File: config.mk
export PLATFORM = sky130hd
export DESIGN_NAME = spi_star_frame_relay
export DESIGN_NICKNAME = d
export VERILOG_FILES = /design/src/rtl/spisfr_pkg.sv /design/src/rtl/spi_star_frame_relay.sv
export SDC_FILE = /design/constraint.sdc
export NUM_CORES = 1
export LEC_CHECK = 0
export BUFFER_PORTS_ARGS = -buffer_cell sky130_fd_sc_hd__buf_4
export CORE_ASPECT_RATIO = 2
export CORE_MARGIN = 5
export CORE_UTILIZATION = 63
export DETAILED_ROUTE_END_ITERATION = 6
export HOLD_SLACK_MARGIN = 0.06
export PLACE_DENSITY = 0.8
export SLEW_MARGIN = 10
export SYNTH_ARGS = -nofsm -noshare
export SYNTH_HDL_FRONTEND = slang
export SYNTH_SLANG_ARGS = --single-unit
File: constraint.sdc
create_clock -name i_clk -period 8.39 [get_ports i_clk]
set_clock_uncertainty 0.15 [all_clocks]
set_input_delay 0.839 -clock i_clk [delete_from_list [all_inputs] [get_ports i_clk]]
set_output_delay 0.839 -clock i_clk [all_outputs]
set_load 0.02 [all_outputs]
File: src/rtl/spisfr_pkg.sv
// Types and constants shared by the SPI star frame relay.
package spisfr_pkg;

    // hub state, one-hot
    typedef enum logic [4:0] {
        ST_POLL = 5'b00001,
        ST_RECV = 5'b00010,
        ST_HAND = 5'b00100,
        ST_SEND = 5'b01000,
        ST_BCST = 5'b10000
    } t_state;

    // input item kinds
    localparam logic [1:0] ACT_START = 2'd0;
    localparam logic [1:0] ACT_XFER  = 2'd1;
    localparam logic [1:0] ACT_TICK  = 2'd2;

    // phase codes shown on the result
    localparam logic [2:0] PH_POLL = 3'd0;
    localparam logic [2:0] PH_RECV = 3'd1;
    localparam logic [2:0] PH_HAND = 3'd2;
    localparam logic [2:0] PH_SEND = 3'd3;
    localparam logic [2:0] PH_BCST = 3'd4;

    localparam logic [2:0] SEL_HOST = 3'd0;
    localparam logic [2:0] SEL_NONE = 3'd5;
    localparam logic [2:0] MAX_PEERS = 3'd5;

    // configuration register indexes
    localparam logic REG_POLL_WINDOW  = 1'b0;
    localparam logic REG_POLLED_PEERS = 1'b1;

    // protocol bytes
    localparam logic [7:0] B_POLL      = 8'h06;
    localparam logic [7:0] B_POLL_ACK  = 8'h60;
    localparam logic [7:0] B_HAND      = 8'hA6;
    localparam logic [7:0] B_HAND_ACK  = 8'h6F;
    localparam logic [7:0] B_FILL      = 8'h55;
    localparam logic [7:0] T_DIRECT    = 8'hEE;
    localparam logic [7:0] T_HOST      = 8'hDD;
    localparam logic [7:0] T_BCAST     = 8'hCC;
    localparam logic [7:0] T_DIR_BCAST = 8'hBB;
    localparam logic [7:0] A_HOST      = 8'hA6;
    localparam logic [7:0] A_CLI_LO    = 8'hA1;
    localparam logic [7:0] A_CLI_HI    = 8'hA4;
    localparam logic [7:0] A_CLI_BASE  = 8'hA0;

    localparam logic [15:0] WINDOW_RESET = 16'd11500;
    localparam logic [15:0] TIMER_MAX    = 16'hFFFF;
    localparam logic [2:0]  PEERS_RESET  = 3'd3;
    localparam logic [2:0]  BCST_CLIENTS = 3'd4;

    function automatic logic [2:0] addr_to_peer(input logic [7:0] a);
        logic [7:0] d;
        d = a - A_CLI_BASE;
        if (a == A_HOST) begin
            return SEL_HOST;
        end else if (a >= A_CLI_LO && a <= A_CLI_HI) begin
            return d[2:0];
        end else begin
            return SEL_NONE;
        end
    endfunction

endpackage

File: src/rtl/spi_star_frame_relay.sv
// SPI star hub: polls peers in turn and relays the frames they send.
//
//  channel   dir  handshake                     payload
//  s_axis    in   s_axis_tvalid/s_axis_tready   tuser: action; tdata: miso_byte
//  m_axis    out  m_axis_tvalid/m_axis_tready   tdata: mosi_byte;
//                                               tuser: peer_select, phase;
//                                               tlast: frame_last
//  cfg       in   i_cfg_we                      i_cfg_idx, i_cfg_data
//
// One item per cycle unless a result stalls. Each item is registered on
// input; state update and result form in one pass into the output register.
// Body bytes come from a 1R1W frame buffer read one step ahead, so a relay
// byte is ready when sent. Reset is synchronous; the frame buffer is not
// cleared. A stalled result holds the pass; ticks pass even while stalled.
module spi_star_frame_relay #(
    parameter int BUFFER_BYTES = 64
) (
    input  logic        i_clk,
    input  logic        i_rst_n,
    input  logic        i_cfg_we,
    input  logic        i_cfg_idx,
    input  logic [15:0] i_cfg_data,
    input  logic        s_axis_tvalid,
    output logic        s_axis_tready,
    input  logic [7:0]  s_axis_tdata,   // [7:0] miso_byte
    input  logic [1:0]  s_axis_tuser,   // [1:0] action
    output logic        m_axis_tvalid,
    input  logic        m_axis_tready,
    output logic [7:0]  m_axis_tdata,   // [7:0] mosi_byte
    output logic [5:0]  m_axis_tuser,   // [2:0] peer_select, [5:3] phase
    output logic        m_axis_tlast    // frame_last
);

    localparam int AW = $clog2(BUFFER_BYTES);
    localparam logic [8:0] BUF_CNT = 9'(BUFFER_BYTES);

    // configuration
    logic [15:0] r_poll_window;
    logic [2:0]  r_polled_peers;

    // input register
    logic       r_in_valid;
    logic [1:0] r_in_action;
    logic [7:0] r_in_rx;

    // hub state
    spisfr_pkg::t_state r_state, n_state;
    logic [2:0]  r_peer, n_peer;
    logic [15:0] r_timer, n_timer;
    logic        r_expired, n_expired;
    logic [8:0]  r_count, n_count;
    logic [2:0]  r_target, n_target;
    logic [2:0]  r_bidx, n_bidx;
    logic        r_bafter, n_bafter;

    // frame header bytes and body buffer
    logic [7:0] r_hdr [4];
    logic [7:0] r_mem [BUFFER_BYTES];
    logic [7:0] r_rd;

    // output register
    logic       r_out_valid;
    logic [7:0] r_out_mosi;
    logic [2:0] r_out_sel;
    logic [2:0] r_out_ph;
    logic       r_out_last;

    logic       has_result, out_free, go;
    logic       res_valid;
    logic [7:0] res_mosi;
    logic [2:0] res_sel, res_ph;
    logic       res_last;
    logic       mem_we;
    logic       go_next, go_bcst, go_poll, go_send;
    logic [2:0] send_sel, send_ph, rt_sel, nb, n_peers;
    logic [7:0] hdr_len, rt_type;
    logic [8:0] cnt_inc, len_sum, rlen, idx, idx_inc;
    logic [8:0] rd_addr;

    assign has_result = (r_in_action == spisfr_pkg::ACT_START)
                     || (r_in_action == spisfr_pkg::ACT_XFER);
    assign out_free   = !r_out_valid || m_axis_tready;
    assign go         = r_in_valid && (!has_result || out_free);
    assign s_axis_tready = !r_in_valid || go;

    assign cnt_inc = r_count + 9'd1;
    // length byte arrives this step when byte 3 is being received
    assign hdr_len = (r_state == spisfr_pkg::ST_RECV && r_count == 9'd3) ? r_in_rx : r_hdr[3];
    assign len_sum = 9'd4 + {1'b0, hdr_len};
    assign rlen    = (len_sum < BUF_CNT) ? len_sum : BUF_CNT;
    assign rt_type = r_hdr[2];
    assign rt_sel  = (rt_type == spisfr_pkg::T_HOST) ? spisfr_pkg::SEL_HOST
                                                     : spisfr_pkg::addr_to_peer(r_hdr[1]);
    assign nb      = r_bidx + 3'd1;
    assign n_peers = (r_polled_peers == 3'd0) ? 3'd1
                   : (r_polled_peers > spisfr_pkg::MAX_PEERS) ? spisfr_pkg::MAX_PEERS
                   : r_polled_peers;

    always_comb begin
        n_state   = r_state;
        n_peer    = r_peer;
        n_timer   = r_timer;
        n_expired = r_expired;
        n_count   = r_count;
        n_target  = r_target;
        n_bidx    = r_bidx;
        n_bafter  = r_bafter;
        res_valid = 1'b0;
        res_mosi  = 8'd0;
        res_sel   = 3'd0;
        res_ph    = 3'd0;
        res_last  = 1'b0;
        mem_we    = 1'b0;
        go_next   = 1'b0;
        go_bcst   = 1'b0;
        go_poll   = 1'b0;
        go_send   = 1'b0;
        send_sel  = 3'd0;
        send_ph   = 3'd0;
        idx       = 9'd0;
        idx_inc   = 9'd0;
        if (go) begin
            unique case (r_in_action)
                spisfr_pkg::ACT_TICK: begin
                    if (r_timer != spisfr_pkg::TIMER_MAX) n_timer = r_timer + 16'd1;
                end
                spisfr_pkg::ACT_START: begin
                    n_timer   = 16'd0;
                    n_expired = 1'b0;
                    n_count   = 9'd0;
                    n_target  = spisfr_pkg::SEL_NONE;
                    n_bafter  = 1'b0;
                    n_bidx    = 3'd0;
                    go_poll   = 1'b1;
                end
                spisfr_pkg::ACT_XFER: begin
                    unique case (r_state)
                        spisfr_pkg::ST_POLL: begin
                            if (r_in_rx == spisfr_pkg::B_POLL_ACK) begin
                                n_state   = spisfr_pkg::ST_RECV;
                                n_count   = 9'd0;
                                res_valid = 1'b1;
                                res_mosi  = spisfr_pkg::B_FILL;
                                res_sel   = r_peer;
                                res_ph    = spisfr_pkg::PH_RECV;
                            end else begin
                                go_next = 1'b1;
                            end
                        end
                        spisfr_pkg::ST_RECV: begin
                            mem_we  = r_count < BUF_CNT;
                            n_count = cnt_inc;
                            if (cnt_inc >= 9'd4 && cnt_inc == len_sum) begin
                                if (rt_type == spisfr_pkg::T_DIRECT
                                        || rt_type == spisfr_pkg::T_HOST
                                        || rt_type == spisfr_pkg::T_DIR_BCAST) begin
                                    n_target = rt_sel;
                                    n_bafter = rt_type == spisfr_pkg::T_DIR_BCAST;
                                    if (rt_sel == spisfr_pkg::SEL_NONE) begin
                                        if (rt_type == spisfr_pkg::T_DIR_BCAST) go_bcst = 1'b1;
                                        else go_next = 1'b1;
                                    end else begin
                                        n_state   = spisfr_pkg::ST_HAND;
                                        res_valid = 1'b1;
                                        res_mosi  = spisfr_pkg::B_HAND;
                                        res_sel   = rt_sel;
                                        res_ph    = spisfr_pkg::PH_HAND;
                                    end
                                end else if (rt_type == spisfr_pkg::T_BCAST) begin
                                    go_bcst = 1'b1;
                                end else begin
                                    go_next = 1'b1;
                                end
                            end else begin
                                res_valid = 1'b1;
                                res_mosi  = spisfr_pkg::B_FILL;
                                res_sel   = r_peer;
                                res_ph    = spisfr_pkg::PH_RECV;
                            end
                        end
                        spisfr_pkg::ST_HAND: begin
                            if (r_in_rx == spisfr_pkg::B_HAND_ACK) begin
                                n_state  = spisfr_pkg::ST_SEND;
                                n_count  = 9'd0;
                                go_send  = 1'b1;
                                send_sel = r_target;
                                send_ph  = spisfr_pkg::PH_SEND;
                            end else begin
                                res_valid = 1'b1;
                                res_mosi  = spisfr_pkg::B_HAND;
                                res_sel   = r_target;
                                res_ph    = spisfr_pkg::PH_HAND;
                            end
                        end
                        spisfr_pkg::ST_SEND: begin
                            n_count = cnt_inc;
                            if (cnt_inc >= rlen) begin
                                if (r_bafter) go_bcst = 1'b1;
                                else go_next = 1'b1;
                            end else begin
                                go_send  = 1'b1;
                                send_sel = r_target;
                                send_ph  = spisfr_pkg::PH_SEND;
                            end
                        end
                        spisfr_pkg::ST_BCST: begin
                            n_count = cnt_inc;
                            if (cnt_inc >= rlen) begin
                                n_bidx = nb;
                                if (nb >= spisfr_pkg::BCST_CLIENTS) begin
                                    go_next = 1'b1;
                                end else begin
                                    n_count  = 9'd0;
                                    go_send  = 1'b1;
                                    send_sel = nb + 3'd1;
                                    send_ph  = spisfr_pkg::PH_BCST;
                                end
                            end else begin
                                go_send  = 1'b1;
                                send_sel = r_bidx + 3'd1;
                                send_ph  = spisfr_pkg::PH_BCST;
                            end
                        end
                        default: go_next = 1'b1;
                    endcase
                end
                default: ;
            endcase
        end

        // start of a broadcast: client 1 first, from byte 0
        if (go_bcst) begin
            n_state  = spisfr_pkg::ST_BCST;
            n_bidx   = 3'd0;
            n_count  = 9'd0;
            go_send  = 1'b1;
            send_sel = 3'd1;
            send_ph  = spisfr_pkg::PH_BCST;
        end
        // end of a round: an expired window moves to the next peer
        if (go_next) begin
            n_target = spisfr_pkg::SEL_NONE;
            n_bafter = 1'b0;
            n_count  = 9'd0;
            if (n_expired) begin
                n_peer    = (r_peer + 3'd1 >= n_peers) ? 3'd0 : r_peer + 3'd1;
                n_timer   = 16'd0;
                n_expired = 1'b0;
            end
            go_poll = 1'b1;
        end
        if (go_poll) begin
            n_state = spisfr_pkg::ST_POLL;
            if (n_timer >= r_poll_window) n_expired = 1'b1;
            res_valid = 1'b1;
            res_mosi  = spisfr_pkg::B_POLL;
            res_sel   = n_peer;
            res_ph    = spisfr_pkg::PH_POLL;
        end
        if (go_send) begin
            idx       = n_count;
            idx_inc   = n_count + 9'd1;
            res_valid = 1'b1;
            if (idx < 9'd4) res_mosi = r_hdr[idx[1:0]];
            else if (idx < BUF_CNT) res_mosi = r_rd;
            else res_mosi = 8'd0;
            res_sel   = send_sel;
            res_ph    = send_ph;
            res_last  = idx_inc == rlen;
        end
    end

    // prefetch the byte the next step may send
    assign rd_addr = n_count + 9'd1;

    always_ff @(posedge i_clk) begin
        if (mem_we) r_mem[r_count[AW-1:0]] <= r_in_rx;
        r_rd <= r_mem[rd_addr[AW-1:0]];
    end

    always_ff @(posedge i_clk) begin
        if (mem_we && r_count < 9'd4) r_hdr[r_count[1:0]] <= r_in_rx;
    end

    always_ff @(posedge i_clk) begin
        if (!i_rst_n) begin
            r_poll_window  <= spisfr_pkg::WINDOW_RESET;
            r_polled_peers <= spisfr_pkg::PEERS_RESET;
        end else if (i_cfg_we) begin
            unique case (i_cfg_idx)
                spisfr_pkg::REG_POLL_WINDOW:  r_poll_window  <= i_cfg_data;
                spisfr_pkg::REG_POLLED_PEERS: r_polled_peers <= i_cfg_data[2:0];
                default: ;
            endcase
        end
    end

    always_ff @(posedge i_clk) begin
        if (!i_rst_n) begin
            r_in_valid  <= 1'b0;
            r_out_valid <= 1'b0;
            r_state     <= spisfr_pkg::ST_POLL;
            r_peer      <= spisfr_pkg::SEL_HOST;
            r_timer     <= 16'd0;
            r_expired   <= 1'b0;
            r_count     <= 9'd0;
            r_target    <= spisfr_pkg::SEL_NONE;
            r_bidx      <= 3'd0;
            r_bafter    <= 1'b0;
        end else begin
            if (s_axis_tready) r_in_valid <= s_axis_tvalid;
            if (res_valid) r_out_valid <= 1'b1;
            else if (m_axis_tready) r_out_valid <= 1'b0;
            r_state   <= n_state;
            r_peer    <= n_peer;
            r_timer   <= n_timer;
            r_expired <= n_expired;
            r_count   <= n_count;
            r_target  <= n_target;
            r_bidx    <= n_bidx;
            r_bafter  <= n_bafter;
        end
    end

    always_ff @(posedge i_clk) begin
        if (s_axis_tready && s_axis_tvalid) begin
            r_in_action <= s_axis_tuser;
            r_in_rx     <= s_axis_tdata;
        end
        if (res_valid) begin
            r_out_mosi <= res_mosi;
            r_out_sel  <= res_sel;
            r_out_ph   <= res_ph;
            r_out_last <= res_last;
        end
    end

    assign m_axis_tvalid = r_out_valid;
    assign m_axis_tdata  = r_out_mosi;
    assign m_axis_tuser  = {r_out_ph, r_out_sel};
    assign m_axis_tlast  = r_out_last;

endmodule
# Word level (Yosys, flattened, before mapping)
# Memories as Yosys holds them, arrays and structs flattened. A register that Yosys moved wholly into a read port is not among the register bits.
# Index checks and enable logic that the tools add are counted.
# word_totals
reg_bits,87
memories,2
output_inout_bits,17
ramBits,544
wordCells,262
# classes
n_reduce_logical,34
eq_ne,34
n_mux,150
order_cmp,13
n_addsub,8
bitwise,2
# memory_table
memory,words,word_bits,read_ports,rd_clocked_by_memory_dff,wr,line_no,text
r_mem,64,8,1,1,1,spi_star_frame_relay.sv:58,logic [7:0] r_mem [BUFFER_BYTES];
r_hdr,4,8,4,0,1,spi_star_frame_relay.sv:57,logic [7:0] r_hdr [4];
# op_table
operator,count
two-way mux 3 bit,39
two-way mux 8 bit,11
two-way mux 9 bit,8
two-way mux 16 bit,4
two-way mux 1 bit,58
"equality test 8 bit, second input constant",5
two-way mux 5 bit,8
one-hot mux 3 bit (3 select lines),4
one-hot mux 9 bit (4 select lines),1
one-hot mux 16 bit (2 select lines),1
"< comparator 9 x 7 -> 1 bit, second input constant",3
one-hot mux 8 bit (3 select lines),1
"adder 9 x 1 -> 9 bit, second input constant",2
equality test 9 bit,2
"< comparator 9 x 3 -> 1 bit, second input constant",2
one-hot mux 9 bit (2 select lines),1
"adder 16 x 1 -> 16 bit, second input constant",1
"equality test 8 x 7 -> 1 bit, second input constant",2
greater-or-equal comparator 16 bit,1
"inequality test 16 bit, second input constant",1
AND reduction 8 bit,2
one-hot mux 5 bit (3 select lines),1
"inequality test 2 x 1 -> 1 bit, second input constant",7
one-hot mux 3 bit (2 select lines),2
other kinds (41),74

# Depth between registers and ports, before layout
# An unclocked memory read counts as a cell.
# depth
ltp_word,19
ltp_mapped,38
ltp_nobuf,35

# Least setup slack after synthesis
# OpenSTA, ideal clock, no wires.
# synth_timing
kind,register -> register
from,reg r_in_rx[3]
to,reg r_rd[6] (read register of r_mem)
stages_incl_launch_ff,30
arrival_time_ns,7.077
setup_slack_ns,1.029
setup_ns,0.134
cell_sequence,edfxtp_1 > mux2_2 > ha_1 > and3_1 > nand3_1 > o21a_1 > o31ai_1 > clkbuf_1 > nor2b_1 > ha_1 > nand2b_1 > a211o_1 > a31oi_1 > and2_1 > nor2_1 > o21ai_1 > nand3_1 > buf_4 > buf_2 > buf_2 > inv_1 > ha_1 > clkbuf_1 > clkbuf_1 > clkbuf_1 > mux2i_1 > a21oi_1 > a21oi_2 > a21oi_1 > or4_1
# synth_via
elab_chain_len,12
# synth_rtl
element,line_no,text
"start, declared",spi_star_frame_relay.sv:44,logic [7:0] r_in_rx;
"start signal, assigned",spi_star_frame_relay.sv:328,r_in_rx <= s_axis_tdata;
two-way mux 8 bit,spi_star_frame_relay.sv:88,assign hdr_len = (r_state == spisfr_pkg::ST_RECV && r_count == 9'd3) ? r_in_rx : r_hdr[3];
adder 3 x 8 -> 9 bit,spi_star_frame_relay.sv:89,"assign len_sum = 9'd4 + {1'b0, hdr_len};"
< comparator 9 x 7 -> 1 bit,spi_star_frame_relay.sv:90,assign rlen = (len_sum < BUF_CNT) ? len_sum : BUF_CNT;
two-way mux 9 bit,spi_star_frame_relay.sv:90,
greater-or-equal comparator 9 bit,"spi_star_frame_relay.sv:197, spi_star_frame_relay.sv:208",
two-way mux 9 bit / two-way mux 1 bit (equally long branches),"spi_star_frame_relay.sv:208, spi_star_frame_relay.sv:197",
one-hot mux 9 bit (4 select lines) / one-hot mux 1 bit (2 select lines) (equally long branches),spi_star_frame_relay.sv:137,unique case (r_state)
one-hot mux 9 bit (2 select lines) / two-way mux 1 bit (equally long branches),spi_star_frame_relay.sv:123,unique case (r_in_action)
two-way mux 9 bit / two-way mux 1 bit (equally long branches),spi_star_frame_relay.sv:122,if (go) begin
two-way mux 9 bit,spi_star_frame_relay.sv:232,if (go_bcst) begin
two-way mux 9 bit (*),spi_star_frame_relay.sv:241,if (go_next) begin
net n_count[0],spi_star_frame_relay.sv:51,"logic [8:0] r_count, n_count;"
adder 9 x 1 -> 9 bit (*),spi_star_frame_relay.sv:274,assign rd_addr = n_count + 9'd1;
"end, declared",spi_star_frame_relay.sv:59,logic [7:0] r_rd;
# Mark *: on every way through the listed nets, which the timed path passes. The rest lies on a longest branch.
# A chain may end at the register's enable or synchronous reset.

# Worst setup path in the final report
# layout_timing
from,reg r_count[1]
to,reg r_expired
# layout_via
elab_chain_len,15
# layout_rtl
element,line_no,text
"start, declared",spi_star_frame_relay.sv:51,
"start signal, assigned",spi_star_frame_relay.sv:318,r_count <= n_count;
equality test 9 x 2 -> 1 bit,spi_star_frame_relay.sv:88,
logical AND 1 bit,spi_star_frame_relay.sv:88,
two-way mux 8 bit,spi_star_frame_relay.sv:88,
adder 3 x 8 -> 9 bit,spi_star_frame_relay.sv:89,
< comparator 9 x 7 -> 1 bit,spi_star_frame_relay.sv:90,
two-way mux 9 bit,spi_star_frame_relay.sv:90,
greater-or-equal comparator 9 bit,"spi_star_frame_relay.sv:197, spi_star_frame_relay.sv:208",
"two-way mux 1 bit, on equally long branches","spi_star_frame_relay.sv:208, spi_star_frame_relay.sv:197",
one-hot mux 1 bit (5 select lines) (*),spi_star_frame_relay.sv:137,
two-way mux 1 bit (*),spi_star_frame_relay.sv:123,
two-way mux 1 bit (*),spi_star_frame_relay.sv:122,
two-way mux 16 bit (*),spi_star_frame_relay.sv:241,
net n_timer[2],spi_star_frame_relay.sv:49,"logic [15:0] r_timer, n_timer;"
greater-or-equal comparator 16 bit (*),spi_star_frame_relay.sv:254,if (n_timer >= r_poll_window) n_expired = 1'b1;
two-way mux 1 bit (*),spi_star_frame_relay.sv:254,
two-way mux 1 bit (*),spi_star_frame_relay.sv:252,if (go_poll) begin
"end signal, assigned",spi_star_frame_relay.sv:317,r_expired <= n_expired;
"end, declared",spi_star_frame_relay.sv:50,"logic r_expired, n_expired;"
# Marks and branches as above.

==> summary.md <==
| Metric | Value |
|---|---|
| Die width | `between 150 and 200 um` |
| First DRT Iteration DRCs | `around 1,700` |
| Post-DRT Antenna Nets | `0` |
| Mean Syn Cell Area | `approximately 13 um^2` |
| Worst relative slew slack | `0.2694` |
| Starting Density | `0.6361` |
| Largest net degree at the start of global routing | `130` |
| Top cell type's share of synthesized area | `0.6060` |
| IO Pins | `between 40 and 50` |
| Worst reg2reg setup slack | `roughly 0.64 ns` |
| CP Capture Point | `r_expired` |
| Fraction of layout instances using a drive strength above 1 | `0.09123` |
| Antenna cells | `0` |
| Reg2reg end | `r_expired` |
| Total stage count of the critical path | `35` |
| CTS root buffer | `clkbuf_16` |
| R2R depth | `35` |
| WP buf/inv | `3` |
| Final worst-path cycle share | `0.9235` |
| Critical path required time | `around 8.7 ns` |
| Post-Route Setup TNS | `0 ns` |
| Hpwl dp | `49,520 um` |
| Worst setup path category | `register to register` |
| Max_cap viols | `0` |
| PD cells | `196.3 nW/um^2` |
| Cts bufs inserted | `52` |
| Final setup fails | `0` |
| Yosys top cell by area | `edfxtp_1` |
| Area Growth Syn to Fin | `9.479%` |
| H-tree Lvls | `2` |
| Pleak | `9.949 nW` |
| R2r startpoint | `r_count[1]` |
| Die ar. | `around 49,000 um^2` |
| Clock Pin Slew Worst Setup and Hold Paths | `approximately 0.07 ns` |
| Minimum clock period | `about 7.7 ns` |
| Wire per inst | `26.39 um` |
| Initial antenna violation count | `0` |
| Rows | `around 110` |
| Global route total overflow | `0` |
| YS warnings | `0` |
| Highest-delay cell along the critical path | `dfxtp_1` |
| Clock latency on the worst-skew pair | `~0.60 ns` |
| RSZ-0062 raised after global routing | `false` |
| First-pass GRT wire length | `roughly 110,000 um` |
| Core area | `between 40,000 and 50,000 um^2` |
| Ys async rst share | `0` |
| Gpl congestion | `around 1.0` |
| Outcome | `finished, final reports clean` |
| DRC Markers | `0` |
| Die Height | `309.2 um` |
| CP Capture Type | `register` |
| Critical Path AT | `approximately 8 ns` |
| #FFs+latches synth | `between 600 and 700` |
| Setup crit start | `r_count[1]` |
| CTS tree | `yes` |
| Synthesized area | `28,190 um^2` |
| CP Max Fanout | `13` |
| Final nets | `2,261` |
| Fin. Hold Viols | `0` |
| Startpoint types | `register` |
| Register area share after synthesis | `0.6557` |
| Syn nets | `2,239` |
| Worst slew pin tran | `1.094 ns` |
| Routed WL | `73,650 um` |
| DR pass1 iterations | `5` |
| Ranking of synthesized cells by area | `edfxtp_1 61%, a211oi_1 5.2%, mux2i_1 5.1%` |
| CP max stage delay | `~0.51 ns` |
| # hold bufs at CTS | `0` |
| Clock buffer depth | `3` |
| Fillers | `3,001` |
| VDD IR max | `between 0.2 and 0.25 mV` |
| Highest clock rate | `approximately 130 MHz` |
| DR vias/cell | `approximately 6.6` |
| Primary FF master, synth | `edfxtp_1` |
| Port buffer count | `48` |
| Total Power | `0.006060 W` |
| CP most frequent cell | `a21o_1` |
| Clk sinks | `639` |
| Max Slew Vio Count | `0` |
| Mapped Cells | `2,170` |
| Worst hold path class | `primary input to register` |
| Number of library cell types mapped by synthesis | `86` |
| Vias in the first global route | `18,383` |
| GRT Total Usage | `0.2946` |
| CP top delay family | `compound AO/OA/AOI/OAI gates` |
| Hold_ws | `about 0.27 ns` |
| Total number of vias | `around 18,000` |
| Post-synth EDFFs | `between 500 and 600` |
-- cell families after synthesis --
family / share of synthesized area
AO/OA/AOI/OAI: 0.1268
XOR/XNOR: 0.01207
adder cells (fa/ha/maj): 0.01642
buffers and inverters: 0.02529
flip-flops: 0.6557
multiplexers: 0.05405
other: 0.0001330
AND/OR/NAND/NOR: 0.1095
-- metrics by stage --
step / cell area [um^2] / setup WS (ns) / cells / utilization
6_report: 30870 / 0.6415 / 2791 / 0.6964
5_1_grt: 30870 / 0.1093 / 2791 / 0.6964
4_1_cts: 30860 / 0.5542 / 2791 / 0.6963
3_5_place_dp: 29150 / 0.6103 / 2693 / 0.6576
3_3_place_gp: 29150 / 0.7256 / 2693 / 0.6576
2_1_floorplan: 28190 / 1.029 / 2170 / -
-- sequential cells by signal (all words and copies together), names as in the netlist --
| register | count |
|---|---|
| r_hdr | 32 |
| r_peer | 3 |
| m_axis_tlast | 1 |
| r_timer | 16 |
| r_state | 5 |
| r_poll_window | 16 |
| r_in_rx | 8 |
| r_target | 3 |
| r_bafter | 1 |
| m_axis_tvalid | 1 |
| r_in_action | 2 |
| m_axis_tdata | 8 |
| r_out_sel | 3 |
| r_in_valid | 1 |
| r_rd | 8 |
| r_expired | 1 |
| r_count | 9 |
| r_out_ph | 3 |
| r_polled_peers | 3 |
| r_bidx | 3 |
| r_mem | 512 |
-- placed cells by master (no fill, tap or decap), types with 21 or more instances in the layout --
cell / count
mux2i_1: 143
edfxtp_1: 569
ha_1: 36
a21o_1: 21
nor3_1: 28
nand2b_1: 25
nor2_1: 158
o21ai_0: 30
a21oi_1: 197
buf_4: 81
nor2b_1: 138
nand2_1: 114
inv_1: 39
clkbuf_16: 54
a211oi_1: 194
nand3_1: 43
dfxtp_1: 70
-- cells in the mapped netlist (25+ instances only) --
library cell	number
edfxtp_1	569
a211oi_1	194
nor2b_1	138
dfxtp_1	70
nor2_1	158
a21oi_1	198
nor3_1	28
o21ai_0	30
inv_1	39
nand3_1	44
nand2_1	114
mux2i_1	143
clkbuf_1	83
nand2b_1	25
ha_1	37
-- cell type report --
| class | count | area, um^2 | area share |
|---|---|---|---|
| well taps | 555 | 694.4 | 0.02250 |
| repair buffers | 90 | 788.3 | 0.02554 |
| flip-flops and latches | 639 | 18490 | 0.5989 |
| clock inverters | 35 | 330.3 | 0.01070 |
| multi-input cells | 1368 | 9027 | 0.2925 |
| clock buffers | 63 | 1385 | 0.04487 |
| inverters | 41 | 153.9 | 0.004986 |
-- repair_timing --
action | 4_1_cts | 5_1_grt
resized for setup | 0 | 1
endpoints found under the setup margin | 0 | 1
setup buffers | 0 | 0
-- report_power, final --
part	switching (W)	total, W	internal, W
combinational	0.0000936	0.000124	0.0000305
sequential	0.0000108	0.00348	0.00347
clock	0.00112	0.00246	0.00134
-- metal layers --
metal / GRT usage / up-vias / routed length (um)
met2: 0.5519 / 763 / 39560
li1: - / 8305 / -
met5: 0 / - / 0
met4: 0.2121 / 0 / 6412
met1: 0.2967 / 8920 / 23810
met3: 0.04106 / 301 / 3865
-- worst min path at each step --
stage | startpoint | end | slack (ns) | cells after the start
2_1_floorplan | r_poll_window[12] | r_poll_window[12] | 0.29 | 2
3_3_place_gp | r_poll_window[4] | r_poll_window[4] | 0.29 | 2
3_5_place_dp | r_poll_window[1] | r_poll_window[1] | 0.30 | 2
4_1_cts | s_axis_tdata[7] | r_in_rx[7] | 0.25 | 1
5_1_grt | s_axis_tdata[0] | r_in_rx[0] | 0.25 | 1
6_report | s_axis_tdata[7] | r_in_rx[7] | 0.27 | 1
(Power assumes the default switching activity.)
